`config.mk`:
```
export PLATFORM = sky130hd
export DESIGN_NAME = checked_frame_deframer_flat
export DESIGN_NICKNAME = d
export VERILOG_FILES = /design/src/rtl/cfd_pkg.sv /design/src/rtl/cfd_if.sv /design/src/rtl/cfd_cfg_regs.sv /design/src/rtl/cfd_frame_state.sv /design/src/rtl/cfd_verdict.sv /design/src/rtl/checked_frame_deframer.sv /design/src/flat_wrapper.sv
export VERILOG_INCLUDE_DIRS = /design/src /design/src/rtl
export SDC_FILE = /design/constraint.sdc
export NUM_CORES = 1
export LEC_CHECK = 0
export BUFFER_PORTS_ARGS = -buffer_cell sky130_fd_sc_hd__buf_2
export CAP_MARGIN = 10
export CORE_AREA = 2 2 243 245
export CTS_BUF_LIST = sky130_fd_sc_hd__clkbuf_8
export DETAILED_ROUTE_END_ITERATION = 7
export DIE_AREA = 0 0 245 247
export PLACE_DENSITY = 0.84
export SYNTH_ARGS = -nofsm -noshare
export SYNTH_HDL_FRONTEND = slang
export SYNTH_SLANG_ARGS = --single-unit
```
`constraint.sdc`:
```
create_clock -name clk -period 5.6 [get_ports clk]
set_clock_uncertainty 0.2 [all_clocks]
set_input_delay 1.12 -clock clk [delete_from_list [all_inputs] [get_ports clk]]
set_output_delay 1.12 -clock clk [all_outputs]
set_load 0.01 [all_outputs]
```
`src/rtl/checked_frame_deframer_assert.svh`:
```
// ----------------------------------------------------------------------------
// Assertion macros for the checked frame deframer
// Concurrent checks sampled on clk and held off while arst_n is low.
// ----------------------------------------------------------------------------
`ifndef CHECKED_FRAME_DEFRAMER_ASSERT_SVH
`define CHECKED_FRAME_DEFRAMER_ASSERT_SVH

// Same-cycle implication.
`define CFD_ASSERT_NOW(label, ante, cons) \
	label: assert property (@(posedge clk) disable iff (!arst_n) (ante) |-> (cons)) \
		else $error("cfd assertion failed");

// Next-cycle implication.
`define CFD_ASSERT_NEXT(label, ante, cons) \
	label: assert property (@(posedge clk) disable iff (!arst_n) (ante) |=> (cons)) \
		else $error("cfd assertion failed");

`endif

```
`src/rtl/cfd_pkg.sv`:
```
`timescale 1ns / 1ps
// ----------------------------------------------------------------------------
// cfd_pkg
// Types, constants and the CRC-32C byte update shared by the deframer.
// ----------------------------------------------------------------------------
package cfd_pkg;

	localparam int HEADER_LEN     = 28;
	localparam int CRC_COVER      = 24;
	localparam int PAYLOAD_CRC_AT = 20;
	localparam int COUNT_W        = 33;
	localparam int HDR_IDX_W      = $clog2(HEADER_LEN);
	localparam int CFG_IDX_W      = 8;
	localparam int CFG_DATA_W     = 64;
	localparam int TYPE_BITS      = 6;

	localparam logic [31:0] CRC_POLY = 32'h82F6_3B78;
	localparam logic [31:0] CRC_INIT = 32'hFFFF_FFFF;

	localparam logic [31:0] MAGIC_RST   = 32'h0000_0000;
	localparam logic [15:0] VERSION_RST = 16'h0000;
	localparam logic [31:0] LIMIT_RST   = 32'hFFFF_FFFF;
	localparam logic [63:0] MASK_RST    = 64'h0000_0000_1FFF_FFFF;

	typedef enum logic [CFG_IDX_W-1:0] {
		CFG_FRAME_MAGIC      = 8'd0,
		CFG_ACCEPTED_VERSION = 8'd1,
		CFG_PAYLOAD_LIMIT    = 8'd2,
		CFG_KNOWN_TYPE_MASK  = 8'd3
	} cfd_cfg_idx_t;

	typedef enum logic [3:0] {
		ST_OK          = 4'd0,
		ST_SHORT       = 4'd1,
		ST_MAGIC       = 4'd2,
		ST_HEADER_CRC  = 4'd3,
		ST_VERSION     = 4'd4,
		ST_TYPE        = 4'd5,
		ST_TOO_BIG     = 4'd6,
		ST_LENGTH      = 4'd7,
		ST_PAYLOAD_CRC = 4'd8
	} cfd_status_t;

	typedef struct packed {
		logic [31:0] frame_magic;
		logic [15:0] accepted_version;
		logic [31:0] payload_limit;
		logic [63:0] known_type_mask;
	} cfd_cfg_t;

	// Frame state as it stands after the current byte.
	typedef struct packed {
		logic [COUNT_W-1:0] count;
		logic [31:0]        magic;
		logic [15:0]        version;
		logic [15:0]        message_type;
		logic [31:0]        payload_length;
		logic [63:0]        request_tag;
		logic [31:0]        payload_crc_field;
		logic [31:0]        header_crc_field;
		logic [31:0]        header_crc_calc;
		logic [31:0]        payload_crc_calc;
	} cfd_view_t;

	typedef struct packed {
		cfd_status_t status;
		logic [15:0] message_type;
		logic [63:0] request_tag;
		logic [31:0] payload_length;
	} cfd_result_t;

	// Reflected CRC-32C, one byte.
	function automatic logic [31:0] crc32c_byte(input logic [31:0] crc, input logic [7:0] d);
		logic [31:0] c;
		c = crc ^ {24'd0, d};
		for (int k = 0; k < 8; k++) begin
			c = c[0] ? ((c >> 1) ^ CRC_POLY) : (c >> 1);
		end
		return c;
	endfunction

endpackage

```
`src/rtl/cfd_if.sv`:
```
`timescale 1ns / 1ps
// ----------------------------------------------------------------------------
// cfd_if
// Valid/ready channels of the deframer: byte input, verdict output, config.
// ----------------------------------------------------------------------------
interface cfd_in_if;
	logic       valid;
	logic       ready;
	logic [7:0] data_byte;
	logic       frame_end;

	modport source (output valid, output data_byte, output frame_end, input ready);
	modport sink (input valid, input data_byte, input frame_end, output ready);
endinterface

interface cfd_out_if;
	logic        valid;
	logic        ready;
	logic [3:0]  status;
	logic [15:0] message_type;
	logic [63:0] request_tag;
	logic [31:0] payload_length;

	modport source (output valid, output status, output message_type,
		output request_tag, output payload_length, input ready);
	modport sink (input valid, input status, input message_type,
		input request_tag, input payload_length, output ready);
endinterface

interface cfd_cfg_if;
	logic                           valid;
	logic                           ready;
	logic [cfd_pkg::CFG_IDX_W-1:0]  index;
	logic [cfd_pkg::CFG_DATA_W-1:0] data;

	modport source (output valid, output index, output data, input ready);
	modport sink (input valid, input index, input data, output ready);
endinterface

```
`src/rtl/cfd_cfg_regs.sv`:
```
`timescale 1ns / 1ps
// ----------------------------------------------------------------------------
// cfd_cfg_regs
// Configuration register file, written through the config channel.
// ----------------------------------------------------------------------------
module cfd_cfg_regs (
	input  logic              clk,
	input  logic              arst_n,
	cfd_cfg_if.sink           cfg,
	output cfd_pkg::cfd_cfg_t regs
);

	cfd_pkg::cfd_cfg_t regs_q;

	assign cfg.ready = 1'b1;
	assign regs      = regs_q;

	always_ff @(posedge clk or negedge arst_n) begin
		if (!arst_n) begin
			regs_q.frame_magic      <= cfd_pkg::MAGIC_RST;
			regs_q.accepted_version <= cfd_pkg::VERSION_RST;
			regs_q.payload_limit    <= cfd_pkg::LIMIT_RST;
			regs_q.known_type_mask  <= cfd_pkg::MASK_RST;
		end else if (cfg.valid) begin
			unique case (cfg.index)
				cfd_pkg::CFG_FRAME_MAGIC: begin
					regs_q.frame_magic <= cfg.data[31:0];
				end
				cfd_pkg::CFG_ACCEPTED_VERSION: begin
					regs_q.accepted_version <= cfg.data[15:0];
				end
				cfd_pkg::CFG_PAYLOAD_LIMIT: begin
					regs_q.payload_limit <= cfg.data[31:0];
				end
				cfd_pkg::CFG_KNOWN_TYPE_MASK: begin
					regs_q.known_type_mask <= cfg.data;
				end
				default: begin
					// unmapped index: drop the write
				end
			endcase
		end
	end

endmodule

```
`src/rtl/cfd_frame_state.sv`:
```
`timescale 1ns / 1ps
// ----------------------------------------------------------------------------
// cfd_frame_state
// Byte counter, header store and both running CRCs of the current frame.
// ----------------------------------------------------------------------------
module cfd_frame_state (
	input  logic               clk,
	input  logic               arst_n,
	input  logic               step,
	input  logic [7:0]         data_b,
	input  logic               last,
	output cfd_pkg::cfd_view_t view
);

	localparam int CW = cfd_pkg::COUNT_W;
	localparam int IW = cfd_pkg::HDR_IDX_W;

	logic [CW-1:0] cnt_q;
	logic [CW-1:0] cnt_n;
	logic [31:0]   hcrc_q;
	logic [31:0]   hcrc_n;
	logic [31:0]   pcrc_q;
	logic [31:0]   pcrc_n;
	logic [7:0]    hdr_q [cfd_pkg::HEADER_LEN];
	logic [7:0]    hdr_v [cfd_pkg::HEADER_LEN];
	logic          hdr_wr;
	logic [IW-1:0] hdr_idx;

	assign hdr_wr  = cnt_q < CW'(cfd_pkg::HEADER_LEN);
	assign hdr_idx = cnt_q[IW-1:0];

	always_comb begin
		cnt_n  = (cnt_q == {CW{1'b1}}) ? cnt_q : cnt_q + 1'b1;
		hcrc_n = (cnt_q < CW'(cfd_pkg::CRC_COVER)) ?
			cfd_pkg::crc32c_byte(hcrc_q, data_b) : hcrc_q;
		pcrc_n = hdr_wr ? pcrc_q : cfd_pkg::crc32c_byte(pcrc_q, data_b);
		// merge the current byte into the header image
		for (int i = 0; i < cfd_pkg::HEADER_LEN; i++) begin
			hdr_v[i] = (hdr_wr && hdr_idx == IW'(i)) ? data_b : hdr_q[i];
		end
	end

	always_comb begin
		view.count             = cnt_n;
		view.magic             = {hdr_v[3], hdr_v[2], hdr_v[1], hdr_v[0]};
		view.version           = {hdr_v[5], hdr_v[4]};
		view.message_type      = {hdr_v[7], hdr_v[6]};
		view.payload_length    = {hdr_v[11], hdr_v[10], hdr_v[9], hdr_v[8]};
		view.request_tag       = {hdr_v[19], hdr_v[18], hdr_v[17], hdr_v[16],
			hdr_v[15], hdr_v[14], hdr_v[13], hdr_v[12]};
		view.payload_crc_field = {hdr_v[23], hdr_v[22], hdr_v[21], hdr_v[20]};
		view.header_crc_field  = {hdr_v[27], hdr_v[26], hdr_v[25], hdr_v[24]};
		view.header_crc_calc   = hcrc_n ^ cfd_pkg::CRC_INIT;
		view.payload_crc_calc  = pcrc_n ^ cfd_pkg::CRC_INIT;
	end

	always_ff @(posedge clk or negedge arst_n) begin
		if (!arst_n) begin
			cnt_q  <= '0;
			hcrc_q <= cfd_pkg::CRC_INIT;
			pcrc_q <= cfd_pkg::CRC_INIT;
		end else if (step) begin
			if (last) begin
				cnt_q  <= '0;
				hcrc_q <= cfd_pkg::CRC_INIT;
				pcrc_q <= cfd_pkg::CRC_INIT;
			end else begin
				cnt_q  <= cnt_n;
				hcrc_q <= hcrc_n;
				pcrc_q <= pcrc_n;
			end
		end
	end

	always_ff @(posedge clk) begin
		if (step && hdr_wr) begin
			hdr_q[hdr_idx] <= data_b;
		end
	end

endmodule

```
`src/rtl/cfd_verdict.sv`:
```
`timescale 1ns / 1ps
// ----------------------------------------------------------------------------
// cfd_verdict
// Ordered frame checks; the first failing check sets the status.
// ----------------------------------------------------------------------------
module cfd_verdict (
	input  cfd_pkg::cfd_view_t   view,
	input  cfd_pkg::cfd_cfg_t    regs,
	output cfd_pkg::cfd_result_t result
);

	localparam int CW = cfd_pkg::COUNT_W;
	localparam int TB = cfd_pkg::TYPE_BITS;

	logic          is_short;
	logic          type_known;
	logic [CW-1:0] expect_len;

	assign is_short   = view.count < CW'(cfd_pkg::HEADER_LEN);
	assign type_known = (view.message_type[15:TB] == '0) &&
		regs.known_type_mask[view.message_type[TB-1:0]];
	assign expect_len = CW'(view.payload_length) + CW'(cfd_pkg::HEADER_LEN);

	always_comb begin
		result.message_type   = view.message_type;
		result.request_tag    = view.request_tag;
		result.payload_length = view.payload_length;
		if (is_short) begin
			result.status         = cfd_pkg::ST_SHORT;
			result.message_type   = '0;
			result.request_tag    = '0;
			result.payload_length = '0;
		end else if (view.magic != regs.frame_magic) begin
			result.status = cfd_pkg::ST_MAGIC;
		end else if (view.header_crc_field != view.header_crc_calc) begin
			result.status = cfd_pkg::ST_HEADER_CRC;
		end else if (view.version != regs.accepted_version) begin
			result.status = cfd_pkg::ST_VERSION;
		end else if (!type_known) begin
			result.status = cfd_pkg::ST_TYPE;
		end else if (view.payload_length > regs.payload_limit) begin
			result.status = cfd_pkg::ST_TOO_BIG;
		end else if (view.count != expect_len) begin
			result.status = cfd_pkg::ST_LENGTH;
		end else if (view.payload_crc_field != view.payload_crc_calc) begin
			result.status = cfd_pkg::ST_PAYLOAD_CRC;
		end else begin
			result.status = cfd_pkg::ST_OK;
		end
	end

endmodule

```
`src/rtl/checked_frame_deframer.sv`:
```
// ----------------------------------------------------------------------------
// checked_frame_deframer
// The last byte is registered at the input, then its verdict in result_q.
// Throughput: one byte per cycle (byte-wide CRC-32C); a last byte may stall.
// Reset: count, CRCs and config restart; the header store is left as is.
// ----------------------------------------------------------------------------
`timescale 1ns / 1ps
`include "checked_frame_deframer_assert.svh"

module checked_frame_deframer (
	input  logic      clk,
	input  logic      arst_n,
	cfd_in_if.sink    item_in,
	cfd_out_if.source result_out,
	cfd_cfg_if.sink   cfg
);

	cfd_pkg::cfd_cfg_t    regs;
	cfd_pkg::cfd_view_t   view;
	cfd_pkg::cfd_result_t verdict;
	cfd_pkg::cfd_result_t result_q;

	logic       valid_s1;
	logic [7:0] data_s1;
	logic       last_s1;
	logic       out_valid_q;
	logic       adv;
	logic       out_take;
	logic       out_short;
	logic       short_clear;

	// a non-final byte never waits on the output side
	assign adv           = valid_s1 && (!last_s1 || !out_valid_q || result_out.ready);
	assign item_in.ready = !valid_s1 || adv;

	cfd_cfg_regs u_cfg (
		.clk    (clk),
		.arst_n (arst_n),
		.cfg    (cfg),
		.regs   (regs)
	);

	cfd_frame_state u_state (
		.clk    (clk),
		.arst_n (arst_n),
		.step   (adv),
		.data_b (data_s1),
		.last   (last_s1),
		.view   (view)
	);

	cfd_verdict u_verdict (
		.view   (view),
		.regs   (regs),
		.result (verdict)
	);

	always_ff @(posedge clk or negedge arst_n) begin
		if (!arst_n) begin
			valid_s1 <= 1'b0;
		end else if (item_in.ready) begin
			valid_s1 <= item_in.valid;
		end
	end

	always_ff @(posedge clk) begin
		if (item_in.ready && item_in.valid) begin
			data_s1 <= item_in.data_byte;
			last_s1 <= item_in.frame_end;
		end
	end

	always_ff @(posedge clk or negedge arst_n) begin
		if (!arst_n) begin
			out_valid_q <= 1'b0;
		end else if (adv && last_s1) begin
			out_valid_q <= 1'b1;
		end else if (result_out.ready) begin
			out_valid_q <= 1'b0;
		end
	end

	always_ff @(posedge clk) begin
		if (adv && last_s1) begin
			result_q <= verdict;
		end
	end

	assign result_out.valid          = out_valid_q;
	assign result_out.status         = result_q.status;
	assign result_out.message_type   = result_q.message_type;
	assign result_out.request_tag    = result_q.request_tag;
	assign result_out.payload_length = result_q.payload_length;

	assign out_take    = out_valid_q && result_out.ready;
	assign out_short   = out_valid_q && result_q.status == cfd_pkg::ST_SHORT;
	assign short_clear = result_q.request_tag == '0 && result_q.message_type == '0 &&
		result_q.payload_length == '0;

	`CFD_ASSERT_NOW(a_in_ready_when_empty, !valid_s1, item_in.ready)
	`CFD_ASSERT_NEXT(a_out_drains, out_take && !(adv && last_s1), !out_valid_q)
	`CFD_ASSERT_NOW(a_short_fields_zero, out_short, short_clear)
	`CFD_ASSERT_NOW(a_status_range, out_valid_q, result_q.status <= cfd_pkg::ST_PAYLOAD_CRC)

endmodule

```
`src/flat_wrapper.sv`:
```
// flat-port wrapper written by rule: the top's interface ports become plain ports
module checked_frame_deframer_flat 
  (clk, arst_n, item_in_valid, item_in_data_byte, item_in_frame_end, item_in_ready, result_out_valid, result_out_status, result_out_message_type, result_out_request_tag, result_out_payload_length, result_out_ready, cfg_valid, cfg_index, cfg_data, cfg_ready);
  cfd_in_if item_in_i ();
  cfd_out_if result_out_i ();
  cfd_cfg_if cfg_i ();
  input  logic clk;
  input  logic arst_n;
  input wire logic [$bits(item_in_i.valid)-1:0] item_in_valid;
  input wire logic [$bits(item_in_i.data_byte)-1:0] item_in_data_byte;
  input wire logic [$bits(item_in_i.frame_end)-1:0] item_in_frame_end;
  output wire logic [$bits(item_in_i.ready)-1:0] item_in_ready;
  output wire logic [$bits(result_out_i.valid)-1:0] result_out_valid;
  output wire logic [$bits(result_out_i.status)-1:0] result_out_status;
  output wire logic [$bits(result_out_i.message_type)-1:0] result_out_message_type;
  output wire logic [$bits(result_out_i.request_tag)-1:0] result_out_request_tag;
  output wire logic [$bits(result_out_i.payload_length)-1:0] result_out_payload_length;
  input wire logic [$bits(result_out_i.ready)-1:0] result_out_ready;
  input wire logic [$bits(cfg_i.valid)-1:0] cfg_valid;
  input wire logic [$bits(cfg_i.index)-1:0] cfg_index;
  input wire logic [$bits(cfg_i.data)-1:0] cfg_data;
  output wire logic [$bits(cfg_i.ready)-1:0] cfg_ready;
  assign item_in_i.valid = item_in_valid;
  assign item_in_i.data_byte = item_in_data_byte;
  assign item_in_i.frame_end = item_in_frame_end;
  assign item_in_ready = item_in_i.ready;
  assign result_out_valid = result_out_i.valid;
  assign result_out_status = result_out_i.status;
  assign result_out_message_type = result_out_i.message_type;
  assign result_out_request_tag = result_out_i.request_tag;
  assign result_out_payload_length = result_out_i.payload_length;
  assign result_out_i.ready = result_out_ready;
  assign cfg_i.valid = cfg_valid;
  assign cfg_i.index = cfg_index;
  assign cfg_i.data = cfg_data;
  assign cfg_ready = cfg_i.ready;
  checked_frame_deframer u_core (.clk(clk), .arst_n(arst_n), .item_in(item_in_i), .result_out(result_out_i), .cfg(cfg_i));
endmodule
```
# ---- Word level (Yosys, flattened, before mapping)
# Memories as Yosys holds them, arrays and structs flattened. A register that Yosys moved wholly into a read port is not among the register bits.
# Cells that the tools add are included.
dict set report totals {
  reg_bits 304
  ramBits 224
  out_inout_bits 119
  wordCells 169
  memories 1
}
dict set report classes {
  n_addsub 2
  order_cmp 5
  eq_ne 28
  mux 55
  bitwise_logic 21
  reduce_logical 41
}
# name depth word_bits read_ports rd_clocked_by_memory_dff wr line_no
set mem_list {}
lappend mem_list {u_core.u_state.hdr_q 28 8 28 8 1 cfd_frame_state.sv:24} ;# logic [7:0] hdr_q [cfd_pkg::HEADER_LEN];
# operator count
set op_table {}
lappend op_table {{2-to-1 mux 32 bit} 20}
lappend op_table {{NOT 16 -> 17 bit} 16}
lappend op_table {{2-to-1 mux 8 bit} 20}
lappend op_table {{< comparator 33 x 5 -> 1 bit (second input constant)} 3}
lappend op_table {{!= test 32 bit} 3}
lappend op_table {{2-to-1 mux 33 bit} 2}
lappend op_table {{NOT 32 bit} 2}
lappend op_table {{XOR 32 x 8 -> 32 bit} 2}
lappend op_table {{equality test 5 bit (second input constant)} 8}
lappend op_table {{adder 32 x 5 -> 33 bit (second input constant)} 1}
lappend op_table {{adder 33 x 1 -> 33 bit (second input constant)} 1}
lappend op_table {{equality test 33 bit (second input constant)} 1}
lappend op_table {{!= test 33 bit} 1}
lappend op_table {{greater-than comparator 32 bit} 1}
lappend op_table {{logical AND 1 bit} 25}
lappend op_table {{equality test 5 x 3 -> 1 bit (second input constant)} 4}
lappend op_table {{equality test 5 x 4 -> 1 bit (second input constant)} 4}
lappend op_table {{equality test 8 x 2 -> 1 bit (second input constant)} 2}
lappend op_table {{!= test 16 bit} 1}
lappend op_table {{2-to-1 mux 3 bit} 4}
lappend op_table {{equality test 5 x 2 -> 1 bit (second input constant)} 2}
lappend op_table {{logical NOT 10 bit} 1}
lappend op_table {{equality test 8 x 1 -> 1 bit (second input constant)} 1}
lappend op_table {{logical NOT 8 bit} 1}
lappend op_table {{other kinds (14)} 26}

# ---- Longest topological paths before layout
dict set report logic_depth {
  depth_word 27
  depth_mapped 21
  depth_no_buf 18
}

# ---- By module
# A second synthesis with hierarchy kept.
dict set report unflattened {
  cells_unflattened 2368
  area_unflattened_um2 30929.7
}
# mod instances cells_each area_per_inst_um2 seq_area_each_um2
set by_module_without_submodules {}
lappend by_module_without_submodules {cfd_frame_state 1 1295 16913.7 9233.9}
lappend by_module_without_submodules {cfd_cfg_regs 1 310 5542.8 3679.8}
lappend by_module_without_submodules {cfd_verdict 1 628 4613.2 0.0}
lappend by_module_without_submodules {checked_frame_deframer 1 135 3860.0 3803.6}

# ---- Worst setup path before layout
# Ideal clock, no wire load.
dict set report synth_path {
  kind {flip-flop to flip-flop}
  start {reg u_core.u_state.cnt_q[20]}
  end {reg u_core.result_q, in the netlist u_core.result_out.status[2], data pin}
  setup_ps 254
  t_arrival_ps 4694
  required_ps 5146
  setup_slack_ps 452
  path_stages_with_launch 19
  n_path_buf 2
  path_cell_list {dfrtp_1 buf_2 nor4_4 nand4_4 nor4_4 buf_2 mux2i_1 ha_1 inv_1 nor2_1 nor2_1 mux2_2 xnor2_1 nor4_1 o22a_1 nand4_1 or4_1 or4b_1 nor2b_1}
}
dict set report synth_between {
  elab_chain_cells 9
  word_cells_on_any_way 55
  classes_between {add/sub (2); order compare (4); eq/ne (5); mux (24); bitwise (1); reduce/logical (19)}
}
# item line_no
set synth_rtl {}
lappend synth_rtl {{from (decl)} cfd_frame_state.sv:18} ;# logic [CW-1:0] cnt_q;
lappend synth_rtl {{from (signal assigned)} cfd_frame_state.sv:68} ;# cnt_q <= cnt_n;
lappend synth_rtl {{< comparator 33 x 5 -> 1 bit} cfd_frame_state.sv:29} ;# assign hdr_wr = cnt_q < CW'(cfd_pkg::HEADER_LEN);
lappend synth_rtl {{logical AND 1 bit} cfd_frame_state.sv:39} ;# hdr_v[i] = (hdr_wr && hdr_idx == IW'(i)) ? data_b : hdr_q[i];
lappend synth_rtl {{2-to-1 mux 8 bit} cfd_frame_state.sv:39}
lappend synth_rtl {{adder 32 x 5 -> 33 bit} cfd_verdict.sv:22} ;# assign expect_len = CW'(view.payload_length) + CW'(cfd_pkg::HEADER_LEN);
lappend synth_rtl {{!= test 33 bit} cfd_verdict.sv:43} ;# end else if (view.count != expect_len) begin
lappend synth_rtl {{2-to-1 mux 3 bit} cfd_verdict.sv:43}
lappend synth_rtl {{2-to-1 mux 3 bit} cfd_verdict.sv:41} ;# end else if (view.payload_length > regs.payload_limit) begin
lappend synth_rtl {{2-to-1 mux 3 bit} cfd_verdict.sv:39} ;# end else if (!type_known) begin
lappend synth_rtl {{2-to-1 mux 3 bit} cfd_verdict.sv:37} ;# end else if (view.version != regs.accepted_version) begin
lappend synth_rtl {{to (signal assigned)} checked_frame_deframer.sv:85} ;# result_q <= verdict;
lappend synth_rtl {{to (decl)} checked_frame_deframer.sv:21} ;# cfd_pkg::cfd_result_t result_q;
# Parallel ways exist; a longest one is shown, timed or not. The select of a mux whose other input is x is not followed.
# A chain may end at the register's enable or synchronous reset.

# ---- Worst setup path after layout
dict set report layout_path {
  start {reg u_core.u_state.cnt_q[20]}
  end {reg u_core.result_q, in the netlist u_core.result_out.status[3], data pin}
}
dict set report layout_between {
  elab_chain_cells 8
  word_cells_on_any_way 64
  classes_between {add/sub (2); order compare (4); eq/ne (6); mux (26); bitwise (3); reduce/logical (23)}
}
# item
set layout_rtl {}
lappend layout_rtl {{parallel branches: the longest is 8 deep, another holds < comparator 33 x 5 -> 1 bit}}
# Parallel ways; which one is timed is not known. The select of a mux whose other input is x is not followed.

==> metrics <==
outcome finished, final reports clean; sw frac roughly a third; initial DRC count about 2.6k; global-route wire length before repair 143200 um; max cap viols 0; Layout Nets ~3.1k; core area between 0.05 and 0.06 sq mm; Least-Margin Pin Slew ~1.1 ns; clk buf depth 3; Mapped Cells around 2.7k; internal power 0.009068 W; Mapped Area 0.03159 sq mm; Critical Path Slowest Stage Cell nor4_1; Global Route met2 Usage roughly 50%; ant diodes 0; DR pass1 iterations 5; sequential cell area between 0.015 and 0.02 sq mm; Post-synth top flop edfxtp_1; fraction of registers with async set/reset about two fifths; Worst Path Max Fanout 18; CP endpoint kind flip-flop; Psw between 0.004 and 0.005 W; Setup CP Type reg -> reg; H-tree depth 3; Post-Route WL between 90000 and 100000 um; layer with the highest usage met2; initial antenna violation count 2; Slew Limit Headroom between 20% and 30%; routing usage on met1 about two fifths; dpl cells 3670; area growth from synthesis to layout 14.84%; Critical Path AT 5.72 ns; worst vdd ir ~0.35 mV; WHS approximately 0.3 ns; DR WL/cell around 25 um; main combinational cell family by area after synthesis simple AND/OR/NAND/NOR gates; area post-placement ~0.034 sq mm; Worst setup SP type flip-flop; Post-Place Setup Slack approximately 0.11 ns; crit-path cells nor4_4 > nand4_4 > buf_4 > buf_4 > or2_1 > or3_1 > mux2_2 > a21oi_1 > nand3_1 > o21ai_0 > nand4_1 > nor4_1 > buf_4 > a211oi_2; Multi-input gate area about 0.014 sq mm; row cnt 89; fmax between 0.15 and 0.2 GHz; adder-cell area share of the yosys netlist under 10%; post-cts hold buffer count 0; Buf/Inv on CP 3; met3 GRT Util between 6 and 7%; cell area power density 377.6 mW/mm^2; post-synthesis sequential area ratio 52.92%; Post-Synth Simple-Gate Area between 10% and 20%; final period demand of the worst path 5.447 ns; largest net degree at the start of global routing 106; number of global-route vias before repair between 20k and 25k; Post-Layout Cell Count 3853; crit-path most repeated cell buf_4; Hold WC Path Type in -> async; EDFF count, synth between 300 and 400; syn_area_per_cell 11.69 sq um; CTS tree built; height of the die 247 um; YS warnings 0; Die X roughly 250 um; via count between 20k and 25k; Slew Limit Fails 0; Comb pwr share about a third; Leak between 10 and 15 nW; final worst slack around 0.15 ns; post-route antenna net violation count 0; post-DP HPWL 66880 um; Critical Path RT ~6 ns; grt ovf 0; Synth Area in Compound Gates between 8 and 9%; XOR/XNOR Fraction of Synth Area 10.60%; clock slew at reported path FFs 0.07 ns; final setup vio count 0; Die Footprint slightly above 0.06 sq mm; GRT Resource Usage Total 31.21%; vias per cell about 6.2; filler cell count about 4.5k; worst skew pair latency around 0.74 ns; post-synth net total 2825; cts bufs inserted 95; # clock sinks about 600; sequential share of power 38.5%; Yosys cell types 89; Post-Layout Inst Area between 0.03 and 0.04 sq mm; post-synthesis mux area share between 10% and 20%; CP delay by family, top simple AND/OR/NAND/NOR gates; gpl congestion ~0.96; fraction of layout cells with a size suffix above 1 a little over a quarter; CTS root buffer clkbuf_8; clock share of power just under 30%; Tcrit/Tclk final between 90% and 100%; Final Hold Vio Count 0; IO Count between 200 and 250; drt drc 0; I/O Buffers 203; Largest stage delay, worst path between 0.6 and 0.7 ns; flops & latches, synth ~590; initial core utilization between 50 and 60%
state kept, by name, summed over array words and instances (netlist names):
| name | count |
|---|---|
| u_core.u_state.hdr_q | 224 |
| u_core.result_out.request_tag | 64 |
| u_core.data_s1 | 8 |
| u_core.u_state.pcrc_q | 32 |
| u_core.u_cfg.regs | 144 |
| u_core.u_state.hcrc_q | 32 |
| u_core.last_s1 | 1 |
| u_core.valid_s1 | 1 |
| u_core.result_out.valid | 1 |
| u_core.result_out.status | 4 |
| u_core.u_state.cnt_q | 33 |
| u_core.result_out.payload_length | 32 |
| u_core.result_out.message_type | 16 |
per-stage QoR:
stage / util, % / power [W] / setup TNS [ns]
6_report: 62.29 / 0.01370 / 0
4_1_cts: 62.21 / 0.01368 / 0
5_1_grt: 62.29 / 0.01425 / -0.01996
2_1_floorplan: - / 0.008353 / 0
3_5_place_dp: 58.61 / 0.009610 / 0
3_3_place_gp: 58.61 / 0.009554 / 0
area by class of cell:
class	count	share of cell area, %
Sequential cell	592	46.08
Tap cell	773	2.666
Clock inverter	72	1.683
Multi-Input combinational cell	1889	38.82
Timing Repair Buffer	330	5.732
Inverter	89	0.9277
Clock buffer	108	4.097
power groups by stage:
stage / Combinational, W / Clock [W] / Sequential (W)
5_1_grt: 0.00465 / 0.00430 / 0.00529
2_1_floorplan: 0.00309 / 0 / 0.00526
4_1_cts: 0.00429 / 0.00412 / 0.00527
3_3_place_gp: 0.00423 / 0 / 0.00533
3_5_place_dp: 0.00426 / 0 / 0.00535
6_report: 0.00434 / 0.00408 / 0.00527
placed cells by master (no fill, tap or decap), drive strengths merged, types with 58 or more instances in the layout:
cell type  synthesis  routed
nand2            142     142
a21oi            118     118
mux2i            155     155
inv               86     118
xor2             125     125
and2              74      74
xnor2            236     236
edfxtp           349     349
dfstp            125     125
buf               26     329
nor2             195     195
clkbuf           107     109
nor3              58      58
o21ai             89      89
mux2             165     165
dfrtp            118     118
nand3             67      67
synthesized netlist by cell type (8+ instances only):
cell type	count	area share (%)
a21oi_1	118	1.9
nand4_1	50	0.99
a211oi_1	8	0.19
mux2_2	164	5.8
or3_1	13	0.26
o22ai_1	11	0.22
nor4_1	33	0.65
or4_1	9	0.21
nor3_1	51	0.81
and2_1	74	1.5
o22a_1	40	1.1
and4_1	15	0.42
mux2i_1	155	4.9
buf_2	13	0.21
inv_1	86	1.0
nor2_1	195	2.3
dfstp_2	125	10
nand2_1	142	1.7
nand3_1	66	1.0
buf_1	10	0.12
a31oi_1	24	0.48
and3_1	18	0.36
xnor2_1	235	6.5
nor2b_1	13	0.26
a2111oi_0	17	0.47
o21ai_0	85	1.3
nor4_4	9	0.61
o31ai_1	16	0.38
a21o_1	13	0.31
dfrtp_1	118	9.3
clkbuf_1	106	1.3
xnor3_1	8	0.57
nand2b_1	18	0.36
xor2_1	125	3.5
edfxtp_1	349	33
ha_1	36	1.4
logic make-up (layout without fill, tap and decap cells):
group                    after synthesis  after routing
other                                  1              1
adder cells (fa/ha/maj)               36             36
multiplexers                         324            324
buffers and inverters                222            599
AO/OA/AOI/OAI                        406            406
AND/OR/NAND/NOR                      753            753
flip-flops                           592            592
XOR/XNOR                             369            369
what timing repair did:
action / CTS / global route
gates resized for setup: 0 / 5
endpoints found under the setup margin: 0 / 4
setup buffers: 0 / 2
hold endpoints to repair: 0 / 0
worst paths after layout:
kind	from	to	depth (start not counted)	slack [ns]
max in group asynchronous	arst_n	u_core.result_out.valid$_DFFE_PN0P_	2	3.73
min reg2reg	u_core.u_state.hdr_q[18][1]$_DFFE_PP_	u_core.result_out.request_tag[49]$_SDFFCE_PP0P_	1	0.31
max	u_core.u_state.cnt_q[20]$_DFFE_PN0P_	u_core.result_out.status[3]$_SDFFCE_PP0P_	14	0.15
min	arst_n	u_core.u_cfg.regs[107]$_DFFE_PN0P_	1	0.30
max reg2reg	u_core.u_state.cnt_q[20]$_DFFE_PN0P_	u_core.result_out.status[3]$_SDFFCE_PP0P_	14	0.15
min in group clk	u_core.u_state.hdr_q[18][1]$_DFFE_PP_	u_core.result_out.request_tag[49]$_SDFFCE_PP0P_	1	0.31
metal layers:
| metal | vias up | routed length (um) |
|---|---|---|
| li1 | 10450 | - |
| met1 | 11550 | 36900 |
| met2 | 1454 | 43490 |
| met3 | 308 | 9464 |
| met4 | 4 | 4727 |
| met5 | - | 33 |
No activity file was read; power rests on OpenSTA's default activity.
